### config.mk
export PLATFORM = sky130hd
export DESIGN_NAME = agp_ctrl
export DESIGN_NICKNAME = d
export VERILOG_FILES = /design/src/rtl/astar_grid_path_search_assert.svh /design/src/rtl/agp_pkg.sv /design/src/rtl/agp_ctrl.sv
export SDC_FILE = /design/constraint.sdc
export NUM_CORES = 1
export LEC_CHECK = 0
export BUFFER_PORTS_ARGS = -buffer_cell sky130_fd_sc_hd__buf_4
export CAP_MARGIN = 20
export CORE_UTILIZATION = 45
export DETAILED_ROUTE_END_ITERATION = 16
export HOLD_SLACK_MARGIN = 0.15
export PLACE_DENSITY = 0.76
export SLEW_MARGIN = 0
export SYNTH_ARGS = -nofsm -noshare
export SYNTH_HDL_FRONTEND = slang
export SYNTH_SLANG_ARGS = --single-unit
### constraint.sdc
create_clock -name clock -period 1.6 [get_ports clock]
set_input_delay 0.32 -clock clock [delete_from_list [all_inputs] [get_ports clock]]
set_output_delay 0.32 -clock clock [all_outputs]
set_load 0.01 [all_outputs]
### src/rtl/astar_grid_path_search_assert.svh
// ----------------------------------------------------------------------------
// astar_grid_path_search assertion macros
// Clocked property wrappers used by the path search datapath.
// ----------------------------------------------------------------------------
`ifndef ASTAR_GRID_PATH_SEARCH_ASSERT_SVH
`define ASTAR_GRID_PATH_SEARCH_ASSERT_SVH

// Consequent must hold in the same cycle as the antecedent.
`define AGP_ASSERT_SAME(label, ante, cons, msg) \
   label: assert property (@(posedge clock) disable iff (reset) (ante) |-> (cons)) \
      else $error(msg);

// Consequent must hold in the cycle after the antecedent.
`define AGP_ASSERT_NEXT(label, ante, cons, msg) \
   label: assert property (@(posedge clock) disable iff (reset) (ante) |=> (cons)) \
      else $error(msg);

`endif

### src/rtl/agp_pkg.sv
// ----------------------------------------------------------------------------
// agp_pkg
// Types and fixed constants of the grid path search block.
// ----------------------------------------------------------------------------
package agp_pkg;

   localparam int PATH_COST_BITS = 22;
   localparam logic [PATH_COST_BITS-1:0] COST_MAX = 22'h3FFFFF;

   localparam logic [1:0] KIND_LOAD   = 2'd0;
   localparam logic [1:0] KIND_EDGE   = 2'd1;
   localparam logic [1:0] KIND_SEARCH = 2'd2;

   localparam logic CSR_START = 1'b0;
   localparam logic CSR_GOAL  = 1'b1;

   typedef struct packed {
      logic [1:0]  kind;
      logic [5:0]  node_id;
      logic [7:0]  x_coord;
      logic [7:0]  y_coord;
      logic [15:0] entry_cost;
      logic [5:0]  neighbor_id;
   } req_word_type;

   typedef struct packed {
      logic [5:0]  path_node;
      logic [21:0] path_cost;
      logic        found;
      logic        last;
   } rsp_word_type;

   typedef enum logic [3:0] {
      ST_IDLE, ST_EDGE, ST_GOAL, ST_SCAN, ST_DECIDE, ST_DEG, ST_ADJ,
      ST_NB, ST_RELAX, ST_WALK, ST_PRED, ST_OUT, ST_NF
   } state_type;

   typedef struct packed {
      logic load_node;
      logic edge_rd;
      logic edge_wr;
      logic search_init;
      logic goal_latch;
      logic scan;
      logic decide;
      logic deg_latch;
      logic adj_issue;
      logic nb_check;
      logic relax;
      logic walk;
      logic pred_take;
      logic out_step;
      logic emit_nf;
   } cmd_type;

   typedef struct packed {
      logic ends_ok;
      logic scan_last;
      logic any;
      logic pick_goal;
      logic k_done;
      logic nb_skip;
      logic walk_done;
      logic out_last;
   } status_type;

endpackage

### src/rtl/agp_ctrl.sv
// ----------------------------------------------------------------------------
// agp_ctrl
// Sequencer of the path search: decodes words and steps the datapath.
// ----------------------------------------------------------------------------
module agp_ctrl
   import agp_pkg::*;
(
   input  logic       clock,
   input  logic       reset,
   input  logic       start,
   input  logic [1:0] kind,
   input  status_type status,
   output cmd_type    cmd,
   output logic       busy
);

   state_type state_ff, state_in;

   always_ff @(posedge clock) begin
      if (reset) begin
         state_ff <= ST_IDLE;
      end else begin
         state_ff <= state_in;
      end
   end

   always_comb begin
      state_in = state_ff;
      cmd      = '0;
      unique case (state_ff)
         ST_IDLE: begin
            if (start) begin
               unique case (kind)
                  KIND_LOAD: begin
                     cmd.load_node = 1'b1;
                  end
                  KIND_EDGE: begin
                     cmd.edge_rd = 1'b1;
                     state_in    = ST_EDGE;
                  end
                  KIND_SEARCH: begin
                     if (status.ends_ok) begin
                        cmd.search_init = 1'b1;
                        state_in        = ST_GOAL;
                     end else begin
                        state_in = ST_NF;
                     end
                  end
                  default: ;
               endcase
            end
         end
         ST_EDGE: begin
            cmd.edge_wr = 1'b1;
            state_in    = ST_IDLE;
         end
         ST_GOAL: begin
            cmd.goal_latch = 1'b1;
            state_in       = ST_SCAN;
         end
         ST_SCAN: begin
            cmd.scan = 1'b1;
            if (status.scan_last) state_in = ST_DECIDE;
         end
         ST_DECIDE: begin
            cmd.decide = 1'b1;
            if (!status.any) state_in = ST_NF;
            else if (status.pick_goal) state_in = ST_WALK;
            else state_in = ST_DEG;
         end
         ST_DEG: begin
            cmd.deg_latch = 1'b1;
            state_in      = ST_ADJ;
         end
         ST_ADJ: begin
            cmd.adj_issue = 1'b1;
            state_in      = status.k_done ? ST_SCAN : ST_NB;
         end
         ST_NB: begin
            cmd.nb_check = 1'b1;
            state_in     = status.nb_skip ? ST_ADJ : ST_RELAX;
         end
         ST_RELAX: begin
            cmd.relax = 1'b1;
            state_in  = ST_ADJ;
         end
         ST_WALK: begin
            cmd.walk = 1'b1;
            state_in = status.walk_done ? ST_OUT : ST_PRED;
         end
         ST_PRED: begin
            cmd.pred_take = 1'b1;
            state_in      = ST_WALK;
         end
         ST_OUT: begin
            cmd.out_step = 1'b1;
            if (status.out_last) state_in = ST_IDLE;
         end
         ST_NF: begin
            cmd.emit_nf = 1'b1;
            state_in    = ST_IDLE;
         end
         default: state_in = ST_IDLE;
      endcase
   end

   assign busy = (state_ff != ST_IDLE);

endmodule

==> results.yml, run 1 <==
setup_path:
  worst_ep_arrival_time_ps: 1330
  cpPeakStageDelay_ps: 340
  critPathRequiredTime_ps: 1280
  critical_path_class: "flip-flop to output port"
  worstPathMaxFanout: 3
  crit_chain: "nor4_4, nand2_2, nor3b_2, buf_4"
  crit_path_end_kind: "output port"
  startpoint_type: "flip-flop"
  crit_slowest_cell: "dfxtp_4"
synth:
  yosys.area.top_type: "dfxtp_1"
  yosys_warnings: 0
  ys_top_cells_by_area: "dfxtp_1 (13%), nor3_1 (6.6%), nand2b_1 (6.2%)"
  yosysSeqAreaShare_pct: 13.2
  synth_fp_nets: 97
  synth.top_cell.area_share_pct: 13.2
  synth-seq-cells: 4
  synth_cells: 84
  syn_area_per_cell_um2: 7.24
  synthFlopType: "dfxtp_1"
  synth.distinct_cells: 39
  async_flop_share_pct: 0
  ys_top_cells_by_count: "nor2_1 (8), nor3_1 (8), nand2_1 (6), nand2b_1 (6), dfxtp_1 (4)"
  synth_area_um2: 608
  synth-edff-count: 0
routing:
  drc_errors: 0
  wirelength_mm: 1.75
  dr_wl_met3_um: 168
  routedWlPerCell_um: 13.8
  m1WireLength_um: 720
  firstDrtPassIters: 6
  num_vias: 757
  wl_met2_um: 849
  top_layer_used: "met4"
  drtIter0Drc: 27
  antenna_left: 0
  routed_via_density: 5.96
sta:
  fin_ws_ps: -51.8
  period_share_pct: 103
  fin_crit_ps: 1650
  fin_skew_ps: 6.52
  worstMarginPinSlew_ps: 304
  hold_viol_final: 0
  relSlewSlack_pct: 79.4
  tns_ps: -62.9
  max_freq_mhz: 605
  setup_viol: 3
  drv_slew: 0
  rsz0062_at_grt: "yes"
floorplanning:
  fp.coreArea_um2: 1190
  rows: 12
  die_h_um: 38.8
  fp.dieW_um: 38.8
  pin_count: 29
  initial_utilization_pct: 51.3
  die_area_um2: 1500
clocking:
  clk_path_buf_depth: 2
  cts_tree: "built"
  htreeDepth: 1
  cts_root_buf: "clkbuf_4"
  cts.sinks: 4
  clkSlewWorstSetupHoldPaths_ps: 40
  clk_latency_ps: 240
  cts_inserted_buffers: 3
finish:
  nets: 128
  multi_input_area_um2: 520
  largest_reg_flops: 4
  largestRegisters: "state_ff (4)"
  fin_cells: 127
  drive_gt1_share_pct: 50.4
  regMostFlops: "state_ff"
  post-route-util_pct: 79.2
  n_antenna_cell: 0
  seq_area_um2: 87.6
  area_growth_pct: 54.5
  fill_cells: 80
placement:
  gp_congestion: 0.846
  placed_cells: 123
  port_buffers: 28
  dpl.hpwl_mm: 1.24
pwr:
  p_clk_share_pct: 27.0
  p_leak_nw: 0.386
  p_sw_share_pct: 35.9
  irDropWorstVdd_v: 0.000480
  share_comb_of_total_power_pct: 48.9
  p_int_mw: 0.304
  seq_power_share_pct: 24.1
  p_switching_mw: 0.170
  pwr_density_cell_nw_per_um2: 504
global_routing:
  grt_first_pass_wirelength_mm: 2.62
  grt_max_degree: 22
  first_global_vias: 609
  antenna_found_initial: 0
  grt_overflow: 0
  track_usage_pct: 25.3
flow_run:
  maxCapViolCount: 0
run_status:
  violations: "setup timing"
  status: "finished, violations left"
hold_path:
  min_path_type: "input port to flip-flop"
-- logic make-up (layout without fill, tap and decap cells) --
kind of cell | after synthesis | after routing | synth area share (%)
AND/OR/NAND/NOR | 46 | 46 | 43.6
AO/OA/AOI/OAI | 23 | 23 | 31.1
buffers and inverters | 10 | 39 | 10.5
flip-flops | 4 | 4 | 13.2
multiplexers | 1 | 1 | 1.65
-- critical path: cells and delay by family, from the launching register on --
kind                   cells  cell delay, ps
DFF                        1             340
buffers and inverters      1             140
and+or+nand+nor            3             610
-- placed cells by master, fill, tap and decap left out, drive strengths merged, types with 2 or more instances in the layout --
cell    netlist  final
o311ai        2      2
nor2          8      8
and2          2      2
a21o          3      3
o211ai        2      2
a41oi         2      2
a211oi        4      4
buf           7     33
nor2b         3      3
a21oi         3      3
inv           3      3
o21ai         2      2
dfxtp         4      4
or3           2      2
clkbuf        0      3
nor3          9      9
nand2         6      6
nand2b        6      6
nor3b         2      2
-- routing by layer --
layer / vias up / global-route usage [%]
met5: - / 0
met4: 0 / 5.17
met3: 2 / 5.20
met2: 47 / 40.0
met1: 337 / 34.8
li1: 371 / -
-- power groups by stage --
stage | sequential, mW | clock, mW | combinational, mW
4_1_cts | 0.114 | 0.130 | 0.223
2_1_floorplan | 0.111 | 0 | 0.134
5_1_grt | 0.115 | 0.139 | 0.250
3_3_place_gp | 0.113 | 0 | 0.205
6_report | 0.114 | 0.128 | 0.232
3_5_place_dp | 0.114 | 0 | 0.208
-- path summary, 6_finish.rpt --
path                                  from                        to  slack, ps  depth (start not counted)
setup reg to reg  state_ff[2]$_SDFFE_PP0P_  state_ff[0]$_SDFFE_PP0P_         60                          6
setup / recovery  state_ff[2]$_SDFFE_PP0P_                   cmd[13]        -50                          4
hold reg to reg   state_ff[0]$_SDFFE_PP0P_  state_ff[1]$_SDFFE_PP0P_        700                          3
hold / removal                       reset  state_ff[1]$_SDFFE_PP0P_        270                          2
-- repair_timing --
action                     in CTS  in global routing
buffers inserted                1                  0
hold buffers                    0                  0
gates resized for setup        10                  9
setup endpoints to repair       5                 18
pin swaps                       3                  0
-- final cells by class --
cell class,instances,area share [%]
timing repair buffer,33,29.8
multi-input combinational,70,55.4
inverter,3,1.20
clock buffer,3,2.40
sequential,4,9.32
tap,14,1.86
-- through the flow --
step / worst slack (ps) / power (mW) / area (µm²) / hold WS [ps]
3_3_place_gp: 107 / 0.318 / 838 / 520
2_1_floorplan: 79.9 / 0.245 / 608 / 385
5_1_grt: -128 / 0.504 / 940 / 267
6_report: -51.8 / 0.474 / 940 / 272
3_5_place_dp: 90.4 / 0.322 / 838 / 522
4_1_cts: -56.2 / 0.466 / 906 / 275
Note: power is estimated with default switching activity, not from simulation.
==> run 2, diff against run 1 <==
Settings changed: BUFFER_PORTS_ARGS -buffer_cell sky130_fd_sc_hd__buf_4 to default, CORE_AREA from default to 2 2 39 41, CORE_UTILIZATION 45 to default, DIE_AREA from default to 0 0 41 43, DONT_BUFFER_PORTS from default to 1, PLACE_DENSITY 0.76 to 0.58.
==> run 2 against run 1 <==
  * The flow still finishes with violations (setup timing)
  * Non-clock buffer count down 17
  * Final cell count down 12%
  * Register-to-register slack better by 20 ps
  * Sequential power about the same
  * Core utilization down 19 points
  * Routed wire length down 9.3%
  * Worst hold slack worse by 72 ps
  * Via count down 12%
  * Global-route usage down 5.6 points
  * Cell area down 11%
  * Fmax up 0.16%
==> results.yml, run 2 (synthesis gave the netlist of run 1 again) <==
finish:
  seq_area_um2: 87.6
  drive_gt1_share_pct: 46.9
  largestRegisters: "state_ff (4)"
  stdcell_area_um2: 833
  mostFrequentLayoutCells: "buf_4 (13), nor2_2 (6), nand2_1 (4), nor3_4 (4), nand2b_1 (4)"
  largest_reg_flops: 4
  post-route-util_pct: 60.2
  n_antenna_cell: 0
  area_growth_pct: 37.0
  fin_cells: 112
  regMostFlops: "state_ff"
  multi_input_area_um2: 563
  fill_cells: 126
  nets: 111
  layout_commonest_cell: "buf_4"
routing:
  num_vias: 668
  drtIter0Drc: 20
  routed_via_density: 5.96
  routedWlPerCell_um: 14.2
  drc_errors: 0
  wirelength_mm: 1.59
  antenna_left: 0
  firstDrtPassIters: 4
placement:
  gp_congestion: 0.913
  place_ws_ps: 53.7
  dpl.hpwl_mm: 1.17
  place_area_um2: 666
  placed_cells: 105
  port_buffers: 0
hold_path:
  min_to: "state_ff[0]$_SDFFE_PP0P_"
  holdPathStages: 1
  min_path_type: "input port to flip-flop"
  hp-start: "reset"
floorplanning:
  die_h_um: 43
  pin_count: 29
  fp.dieW_um: 41
  rows: 14
  fp.coreArea_um2: 1380
  initial_utilization_pct: 43.9
  die_area_um2: 1760
pwr:
  p_leak_nw: 0.272
  pwr_density_cell_nw_per_um2: 543
  power_mw: 0.453
  irDropWorstVdd_v: 0.000352
sta:
  tns_ps: -89.5
  fin_crit_ps: 1650
  max_freq_mhz: 606
  rsz0062_at_grt: "yes"
  fin_ws_ps: -49.1
  drv_slew: 0
  relSlewSlack_pct: 79.8
  setup_viol: 4
  worstMarginPinSlew_ps: 294
  fin_skew_ps: 2.27
  period_share_pct: 103
  fin_hold_ws_ps: 200
  hold_viol_final: 0
clocking:
  clk_latency_ps: 230
  cts.sinks: 4
  htreeDepth: 1
  clkSlewWorstSetupHoldPaths_ps: 40
  cts_tree: "built"
  cts_inserted_buffers: 3
  cts_root_buf: "clkbuf_4"
  clk_path_buf_depth: 2
global_routing:
  track_usage_pct: 19.7
  busiest_layer: "met2"
  grt_use_met3_pct: 5.24
  grt_overflow: 0
  grt_max_degree: 19
  antenna_found_initial: 0
  grt_first_pass_wirelength_mm: 2.49
  first_global_vias: 628
  use_met1_pct: 24.0
  grt_util_met2_pct: 32.5
setup_path:
  crit_path_end_kind: "output port"
  worst-r2r-setup-slack_ps: 80
  rr_worst_depth: 7
  r2r_end: "state_ff[3]$_SDFFE_PP0P_"
  worstPathMaxFanout: 4
  startpoint_type: "flip-flop"
  critical_path_class: "flip-flop to output port"
  critPathRequiredTime_ps: 1280
  crit_chain: "nor4_4, nand2_2, nor3b_2, buf_4"
  worst_ep_arrival_time_ps: 1330
  r2r-start: "state_ff[1]$_SDFFE_PP0P_"
  crit_slowest_cell: "dfxtp_2"
  cpPeakStageDelay_ps: 340
run_status:
  status: "finished, violations left"
  violations: "setup timing"
flow_run:
  maxCapViolCount: 0
run 2: cell count changes in the layout (fill, tap and decap cells not counted), sizes merged:
cell,delta
buf,-19
dlygate4sd3,+2
run 2: report_power, final:
| part | total [mW] | internal [mW] | switching [mW] |
|---|---|---|---|
| registers | 0.114 | 0.106 | 0.00790 |
| clock network | 0.120 | 0.0836 | 0.0368 |
| logic | 0.218 | 0.102 | 0.116 |
run 2: cell type report:
class	count	share of cell area, %
Inverter	3	1.35
Clock buffer	3	2.70
Tap cell	16	2.40
Multi-Input combinational cell	70	67.6
Timing Repair Buffer	16	15.5
Sequential cell	4	10.5
run 2: what timing repair did:
| action | CTS | global route |
|---|---|---|
| hold buffers | 1 | 1 |
| pin swaps | 4 | 4 |
| setup buffers | 2 | 0 |
| gates resized for setup | 9 | 20 |
| endpoints found under the setup margin | 9 | 16 |
| endpoints found under the hold margin | 1 | 2 |
run 2: worst max-delay path, delay by kind of cell, from the launching register on:
kind / cells / cell delay, ps
and+or+nand+nor: 3 / 610
DFF: 1 / 340
buffers and inverters: 1 / 150
run 2: worst max path at each step:
stage / end / from
after floorplan: cmd[13] / state_ff[0]$_SDFFE_PP0P_
after global placement: state_ff[3]$_SDFFE_PP0P_ / state_ff[3]$_SDFFE_PP0P_
after detailed placement: cmd[13] / state_ff[2]$_SDFFE_PP0P_
after CTS: cmd[14] / state_ff[0]$_SDFFE_PP0P_
after global routing: cmd[13] / state_ff[1]$_SDFFE_PP0P_
final: cmd[13] / state_ff[1]$_SDFFE_PP0P_
run 2: routing by layer:
layer / routed length [µm] / up-vias
li1: - / 334
met1: 650 / 293
met2: 767 / 39
met3: 153 / 2
met4: 14 / 0
met5: 0 / -
